[src/design/bgd_pkg.sv]
`timescale 1ns / 1ps
`default_nettype none
// ----------------------------------------------------------------------------
// Button gesture detector package
// Shared types, register indexes and constants for the gesture detector.
// ----------------------------------------------------------------------------
package bgd_pkg;

   localparam int unsigned ELAPSED_W = 17;
   localparam logic [ELAPSED_W-1:0] ELAPSED_MAX = '1;
   localparam logic [ELAPSED_W-1:0] XLONG_EXTRA_TICKS = 17'd4000;

   localparam logic [15:0] HOLD_WAIT_RESET       = 16'd1000;
   localparam logic [15:0] DOUBLE_WAIT_RESET     = 16'd250;
   localparam logic        UNPRESSED_LEVEL_RESET = 1'b1;

   // Bit positions of the gesture flags.
   localparam int unsigned FLAG_TAP    = 0;
   localparam int unsigned FLAG_DOUBLE = 1;
   localparam int unsigned FLAG_LONG   = 2;
   localparam int unsigned FLAG_XLONG  = 3;

   typedef enum logic [1:0] {
      CSR_HOLD_WAIT       = 2'd0,
      CSR_DOUBLE_WAIT     = 2'd1,
      CSR_UNPRESSED_LEVEL = 2'd2
   } csr_index_type;

   typedef struct packed {
      logic [15:0] hold_wait;
      logic [15:0] double_wait;
      logic        unpressed_level;
   } cfg_type;

   typedef struct packed {
      logic ack_xlong;
      logic ack_long;
      logic ack_double;
      logic ack_tap;
      logic switch_level;
   } tick_type;

   typedef struct packed {
      logic xlong_pending;
      logic long_pending;
      logic double_pending;
      logic tap_pending;
      logic is_pressed;
   } result_type;

endpackage
`default_nettype wire

[src/design/bgd_core.sv]
`timescale 1ns / 1ps
`default_nettype none
// ----------------------------------------------------------------------------
// Gesture detector core
// Holds the press state and elapsed counters and classifies each tick.
// ----------------------------------------------------------------------------
module bgd_core (
   input  wire logic                clock,
   input  wire logic                reset,
   input  wire logic                step,
   input  wire bgd_pkg::cfg_type    cfg,
   input  wire bgd_pkg::tick_type   tick,
   output bgd_pkg::result_type      result
);

   // The pressed flag always equals the previous active level, so one
   // register serves both.
   logic                         pressed_ff, pressed_in;
   logic                         first_tap_ff, first_tap_in;
   logic [3:0]                   flags_ff, flags_in;
   logic                         check_long_ff, check_long_in;
   logic                         check_xlong_ff, check_xlong_in;
   logic                         check_double_ff, check_double_in;
   logic [bgd_pkg::ELAPSED_W-1:0] hold_ff, hold_in;
   logic [bgd_pkg::ELAPSED_W-1:0] release_ff, release_in;

   logic                          active;
   logic                          early_clear;
   logic                          any_clear;
   logic                          xlong_clear;
   logic [bgd_pkg::ELAPSED_W-1:0] hold_limit;
   logic [bgd_pkg::ELAPSED_W-1:0] xlong_limit;

   assign active = tick.switch_level != cfg.unpressed_level;
   assign hold_limit = {1'b0, cfg.hold_wait};
   assign xlong_limit = hold_limit + bgd_pkg::XLONG_EXTRA_TICKS;

   // Once any acknowledge clears the flags, later acknowledges see nothing.
   assign early_clear = (tick.ack_tap    && flags_ff[bgd_pkg::FLAG_TAP])
                     || (tick.ack_double && flags_ff[bgd_pkg::FLAG_DOUBLE])
                     || (tick.ack_long   && flags_ff[bgd_pkg::FLAG_LONG]);
   assign xlong_clear = !early_clear && tick.ack_xlong && flags_ff[bgd_pkg::FLAG_XLONG];
   assign any_clear = early_clear || xlong_clear;

   always_comb begin
      first_tap_in    = first_tap_ff && !any_clear;
      flags_in        = any_clear ? 4'b0000 : flags_ff;
      check_long_in   = check_long_ff && !any_clear;
      check_double_in = check_double_ff && !any_clear;
      check_xlong_in  = check_xlong_ff && !xlong_clear;
      pressed_in      = active;
      hold_in    = (hold_ff == bgd_pkg::ELAPSED_MAX) ? hold_ff : hold_ff + 1'b1;
      release_in = (release_ff == bgd_pkg::ELAPSED_MAX) ? release_ff : release_ff + 1'b1;

      if (active && !pressed_ff) begin
         check_long_in = 1'b1;
         hold_in       = '0;
         if (first_tap_in) begin
            flags_in[bgd_pkg::FLAG_DOUBLE] = 1'b1;
            first_tap_in    = 1'b0;
            check_double_in = 1'b0;
            check_long_in   = 1'b0;
         end else begin
            first_tap_in = 1'b1;
         end
      end else if (!active && pressed_ff) begin
         check_long_in  = 1'b0;
         check_xlong_in = 1'b0;
         if (first_tap_in && (cfg.double_wait != 16'd0)) begin
            check_double_in = 1'b1;
            release_in      = '0;
         end
      end else if (active) begin
         if (check_xlong_in && (hold_in > xlong_limit)) begin
            flags_in[bgd_pkg::FLAG_XLONG] = 1'b1;
         end else if (check_long_in && (hold_in > hold_limit)) begin
            flags_in[bgd_pkg::FLAG_LONG] = 1'b1;
            check_long_in  = 1'b0;
            first_tap_in   = 1'b0;
            check_xlong_in = 1'b1;
         end
      end else if (check_double_in && first_tap_in
                   && (release_in > {1'b0, cfg.double_wait})) begin
         first_tap_in    = 1'b0;
         check_double_in = 1'b0;
         flags_in[bgd_pkg::FLAG_TAP] = 1'b1;
      end
   end

   always_ff @(posedge clock) begin
      if (reset) begin
         pressed_ff      <= 1'b0;
         first_tap_ff    <= 1'b0;
         flags_ff        <= 4'b0000;
         check_long_ff   <= 1'b0;
         check_xlong_ff  <= 1'b0;
         check_double_ff <= 1'b0;
         hold_ff         <= '0;
         release_ff      <= '0;
      end else if (step) begin
         pressed_ff      <= pressed_in;
         first_tap_ff    <= first_tap_in;
         flags_ff        <= flags_in;
         check_long_ff   <= check_long_in;
         check_xlong_ff  <= check_xlong_in;
         check_double_ff <= check_double_in;
         hold_ff         <= hold_in;
         release_ff      <= release_in;
      end
   end

   assign result.is_pressed     = pressed_in;
   assign result.tap_pending    = flags_in[bgd_pkg::FLAG_TAP];
   assign result.double_pending = flags_in[bgd_pkg::FLAG_DOUBLE];
   assign result.long_pending   = flags_in[bgd_pkg::FLAG_LONG];
   assign result.xlong_pending  = flags_in[bgd_pkg::FLAG_XLONG];

endmodule
`default_nettype wire

[src/design/button_gesture_detector.sv]
`timescale 1ns / 1ps
`default_nettype none
// The result of an accepted request is held in the result register and shown in the cycle after acceptance.
// Throughput: one request per cycle while the result side is not stalled, set by the single result register stage.
// The request side stays ready while the result register is empty or being drained.
// Reset (synchronous, active high) clears the press state, counters and flags,
// empties the result register and restores hold 1000, double 250, released level 1.
// ----------------------------------------------------------------------------
// Button gesture detector
// Classifies millisecond ticks of a switch level into tap, double tap,
// long hold and extra-long hold with acknowledge-cleared pending flags.
// ----------------------------------------------------------------------------
module button_gesture_detector (
   input  wire logic        clock,
   input  wire logic        reset,
   // Request stream: one millisecond tick per request.
   input  wire logic        req_tvalid,
   output logic             req_tready,
   // Fields from bit 0: switch_level, ack_tap, ack_double, ack_long, ack_xlong, zeros.
   input  wire logic [7:0]  req_tdata,
   // Result stream: one result per request.
   output logic             rsp_tvalid,
   input  wire logic        rsp_tready,
   // Fields from bit 0: is_pressed, tap_pending, double_pending, long_pending,
   // xlong_pending, zeros.
   output logic [7:0]       rsp_tdata,
   // Configuration writes.
   input  wire logic        csr_we,
   input  wire logic [1:0]  csr_addr,
   input  wire logic [15:0] csr_wdata
);

   bgd_pkg::cfg_type    cfg_ff;
   bgd_pkg::tick_type   tick;
   bgd_pkg::result_type result;
   logic                req_fire;
   logic                rsp_valid_ff;
   logic [7:0]          rsp_data_ff;

   // The result register parts the two sides: a new request is taken
   // whenever the register is empty or its content leaves in this cycle.
   assign req_tready = !rsp_valid_ff || rsp_tready;
   assign req_fire   = req_tvalid && req_tready;
   assign tick       = bgd_pkg::tick_type'(req_tdata[4:0]);

   // Configuration registers; writes to an unused index are dropped.
   always_ff @(posedge clock) begin
      if (reset) begin
         cfg_ff.hold_wait       <= bgd_pkg::HOLD_WAIT_RESET;
         cfg_ff.double_wait     <= bgd_pkg::DOUBLE_WAIT_RESET;
         cfg_ff.unpressed_level <= bgd_pkg::UNPRESSED_LEVEL_RESET;
      end else if (csr_we) begin
         unique case (bgd_pkg::csr_index_type'(csr_addr))
            bgd_pkg::CSR_HOLD_WAIT:       cfg_ff.hold_wait       <= csr_wdata;
            bgd_pkg::CSR_DOUBLE_WAIT:     cfg_ff.double_wait     <= csr_wdata;
            bgd_pkg::CSR_UNPRESSED_LEVEL: cfg_ff.unpressed_level <= csr_wdata[0];
            default: ;
         endcase
      end
   end

   // The core updates its state on every accepted request and presents
   // the result of that tick combinationally.
   bgd_core u_core (
      .clock  (clock),
      .reset  (reset),
      .step   (req_fire),
      .cfg    (cfg_ff),
      .tick   (tick),
      .result (result)
   );

   // Result register.
   always_ff @(posedge clock) begin
      if (reset) begin
         rsp_valid_ff <= 1'b0;
      end else if (req_fire) begin
         rsp_valid_ff <= 1'b1;
      end else if (rsp_tready) begin
         rsp_valid_ff <= 1'b0;
      end
   end

   always_ff @(posedge clock) begin
      if (req_fire) begin
         rsp_data_ff <= {3'b000, result};
      end
   end

   assign rsp_tvalid = rsp_valid_ff;
   assign rsp_tdata  = rsp_data_ff;

endmodule
`default_nettype wire

[config.mk]
export PLATFORM = sky130hd
export DESIGN_NAME = button_gesture_detector
export DESIGN_NICKNAME = d
export VERILOG_FILES = /design/src/design/bgd_pkg.sv /design/src/design/bgd_core.sv /design/src/design/button_gesture_detector.sv
export SDC_FILE = /design/constraint.sdc
export NUM_CORES = 1
export LEC_CHECK = 0
export BUFFER_PORTS_ARGS = -buffer_cell sky130_fd_sc_hd__buf_4
export CAP_MARGIN = 10
export CORE_UTILIZATION = 58
export CTS_BUF_LIST = sky130_fd_sc_hd__clkbuf_8 sky130_fd_sc_hd__clkbuf_16
export DETAILED_ROUTE_END_ITERATION = 7
export GPL_TIMING_DRIVEN = 0
export PLACE_DENSITY = 0.77
export SYNTH_ARGS = -nofsm -noshare
export SYNTH_HDL_FRONTEND = slang
export SYNTH_SLANG_ARGS = --single-unit
[constraint.sdc]
create_clock -name clock -period 4.2 [get_ports clock]
set_input_delay 0.84 -clock clock [delete_from_list [all_inputs] [get_ports clock]]
set_output_delay 0.84 -clock clock [all_outputs]
set_load 0.02 [all_outputs]
==> summary.md <==
| Metric | Value |
|---|---|
| Core Rows | 34 |
| Routed WL | 14300 um |
| Crit path DAT | 4.04 ns |
| GPL Wtd Cong | 0.921 |
| Worst slack, placed | -0.119 ns |
| CTS sink cnt | 82 |
| Final Setup Violations | 0 |
| Clk buf depth | 2 |
| Core Region | 0.00889 mm2 |
| Critical Path Fanout Max | 10 |
| Cts bufs inserted | 9 |
| Gr usage total | about 30% |
| Placed Instances | roughly 820 |
| Crit path launch type | register |
| First-pass GRT wire length | 23200 um |
| Finished Layout Cells | 841 |
| Max IR drop VDD | 0.195 mV |
| Area of the die | 0.00974 mm2 |
| Yosys top cell by area | dfxtp_1 |
| Initial Util | 61.0% |
| Net Sw Power | 458 uW |
| Top FF cell, synth | dfxtp_1 |
| Vias in the first global route | 4886 |
| Fill cells | 735 |
| Switching share of power | 25.3% |
| CTS H-Tree Depth | 3 |
| Vias/cell | 6.21 |
| Clock Power Share | 41.3% |
| Avg WL per Cell | 17.0 um |
| Yosys reg bits | 82 |
| Clk_skew | 0.0151 ns |
| Yosys warns | 0 |
| Pwr/cell area | 295 mW/mm2 |
| # DRC | 0 |
| Sequential area share after synthesis | 31.2% |
| Hold Crit Start | cfg_ff[21]$_SDFFE_PP0P_ |
| Hold Path Class | reg2reg |
| Clock-pin slew on the worst setup and hold paths | 0.08 ns |
| Worst setup slack after layout | 0.270 ns |
| Worst-margin pin slew | 0.716 ns |
| Design Power | 1810 uW |
| Detailed Route Iter0 Violations | 355 |
| Port buffer count | 34 |
| Max-cap violation count | 0 |
| Die Ht | about 99 um |
| Post-synthesis cell count | approximately 680 |
| Rel. slew slack | about half |
| Nets | 807 |
| Tmin final | 3.93 ns |
| Die span in x | 98.7 um |
| Synth Area in Simple Gates | 22.7% |
| Initial antenna violation count | 0 |
| Post-DP HPWL | 10700 um |
| Internal power | 1350 uW |
| Largest net degree at the start of global routing | 15 |
| Largest family of logic cells by synthesized area | simple AND/OR/NAND/NOR gates |
| Layout cells sized above 1 | between 10% and 20% |
| Top post-synthesis cells by area | dfxtp_1 (28%), ha_1 (11%), a21oi_1 (6.4%) |
| DR vias | around 5200 |
| Seq pwr share | 45.8% |
| CP Capture Type | register |
| RSZ-0062 raised after global routing | false |
| Max Fclk | 0.254 GHz |
| DR pass1 iterations | 5 |
| Critical path required time | 4.31 ns |
| CTS tree | built |
| Number of flops mapped to enable cells by yosys | 5 |
| Status | completed |
| Syn_area_per_cell | 8.00 um2 |
| Root Buffer | clkbuf_8 |
| Post-synthesis mux area share | 0.784% |
| Finished Core Util | 68.9% |
| Worst setup path startpoint | u_core.hold_ff[0]$_SDFFE_PP0P_ |
| Fin crit share | 93.6% |
| Final Hold Vio Count | 0 |
| Mapped Area | about 0.0054 mm2 |
| Post-Synth Adder-Cell Area | 11.1% |
| Setup TNS | 0 ns |
| Netlist cell types | about 70 |
| ANT nets after route | 0 |
| P_leak | 0.00259 uW |
| Comb pwr share | 12.9% |
| Crit path kind | reg2reg |
| R2r startpoint | u_core.hold_ff[0]$_SDFFE_PP0P_ |
| Synth Area in XOR/XNOR | 6.30% |
| Synth top area share | 28.4% |
| Synth Area in Compound Gates | 21.5% |
| Ys async rst share | 0% |
| Worst skew pair latency | 0.36 ns |
| Overflow left after global routing | 0 |
| Layout area overhead | 13.0% |
| Final slew viol count | 0 |
| I/O pin count | 41 |
| Antenna Cells | 0 |
## registers in the layout (all words and copies together) (netlist names)
register and cells:
cfg_ff 33, rsp_tdata 5, rsp_tvalid 1, u_core.check_double_ff 1, u_core.check_long_ff 1, u_core.check_xlong_ff 1, u_core.first_tap_ff 1, u_core.flags_ff 4
u_core.hold_ff 17, u_core.pressed_ff 1, u_core.release_ff 17
## placed cells by master (no fill, tap or decap), types with 8 or more instances in the layout
cell	count
nand2_1	89
dfxtp_1	77
a21oi_1	69
nor2_1	50
ha_1	48
o21ai_0	40
buf_4	40
inv_1	39
xnor2_1	22
clkbuf_1	20
nand3_1	17
xor2_1	16
clkbuf_8	15
a31oi_1	15
nand4_1	13
nor3_1	12
and3_1	11
a22o_1	8
or3_1	8
## critical path, stage by stage (launching register included)
cell and delay, ns:
dfxtp_1 0.43, ha_1 0.25, nand3_1 0.17, nor4_4 0.33, a21oi_1 0.16, clkbuf_1 0.26, nand2_1 0.17, xnor2_1 0.17
ha_1 0.30, a21oi_1 0.18, a21boi_0 0.16, o31a_1 0.31, o211ai_1 0.31, a21boi_0 0.27, a22o_1 0.23
## Yosys cell counts, drive strengths merged (3+ instances only)
| cell | number |
|---|---|
| a211oi | 9 |
| a21boi | 5 |
| a21o | 4 |
| a21oi | 69 |
| a22o | 8 |
| a22oi | 5 |
| a31oi | 15 |
| a41oi | 3 |
| and2 | 8 |
| and3 | 11 |
| and4 | 9 |
| buf | 6 |
| clkbuf | 26 |
| dfxtp | 77 |
| edfxtp | 5 |
| ha | 48 |
| inv | 38 |
| nand2 | 89 |
| nand2b | 6 |
| nand3 | 18 |
| nand4 | 13 |
| nor2 | 51 |
| nor3 | 13 |
| nor4 | 6 |
| o211ai | 7 |
| o21ai | 40 |
| or3 | 8 |
| or4 | 4 |
| xnor2 | 22 |
| xor2 | 17 |
## cell families (layout without fill, tap and decap cells)
| family | after synthesis | count (layout) |
|---|---|---|
| buffers and inverters | 70 | 123 |
| DFF | 82 | 82 |
| other | 1 | 3 |
| adders and majority gates | 48 | 48 |
| and+or+nand+nor | 247 | 247 |
| xor gates and xnor gates | 39 | 39 |
| muxes | 4 | 4 |
| AOI/OAI and AO/OA | 187 | 187 |
## metal layers
| metal | GRT usage [%] | vias to the layer above | part of all wire, % | routed length [um] |
|---|---|---|---|---|
| li1 | - | 2535 | - | - |
| met1 | 40.1 | 2451 | 44 | 6340 |
| met2 | 48.5 | 202 | 45 | 6470 |
| met3 | 5.11 | 38 | 7.5 | 1080 |
| met4 | 10.8 | 0 | 2.6 | 369 |
| met5 | 0 | - | 0 | 0 |
## worst paths after layout
kind / endpoint / cells after the start / slack (ns)
max: rsp_tdata[3]$_DFFE_PP_ / 14 / 0.27
min: cfg_ff[21]$_SDFFE_PP0P_ / 2 / 0.46
max reg2reg: rsp_tdata[3]$_DFFE_PP_ / 14 / 0.27
min reg2reg: cfg_ff[21]$_SDFFE_PP0P_ / 2 / 0.46
## power groups by stage
stage / Clock [uW] / Combinational [uW] / Sequential, uW
floorplan: 0 / 147 / 845
global placement: 0 / 220 / 844
detailed placement: 0 / 226 / 846
CTS: 744 / 228 / 828
global route: 775 / 257 / 831
finish: 747 / 233 / 828
## stage by stage
step                      cell area, um2  hold slack, ns
after global placement              5820           0.446
after detailed placement            5820           0.451
final                               6130           0.462
after CTS                           6080           0.460
after floorplan                     5430           0.436
after global routing                6130           0.487
## final cells by class
| type | instances | area, um2 | share of cell area (%) |
|---|---|---|---|
| clock buffers | 9 | 124 | 2.02 |
| plain buffers | 32 | 201 | 3.29 |
| repair buffers | 37 | 278 | 4.53 |
| flip-flops and latches | 82 | 1690 | 27.6 |
| clock inverters | 7 | 133 | 2.16 |
| well taps | 108 | 135 | 2.20 |
| multi-input cells | 528 | 3420 | 55.9 |
| inverters | 38 | 143 | 2.33 |
## timing repair
action / 4_1_cts / 5_1_grt
endpoints found under the setup margin: 4 / 8
pin swaps: 0 / 2
buffers inserted: 0 / 3
hold buffers: 0 / 0
gates resized for setup: 1 / 4
Power figures use the tool's default switching activity.
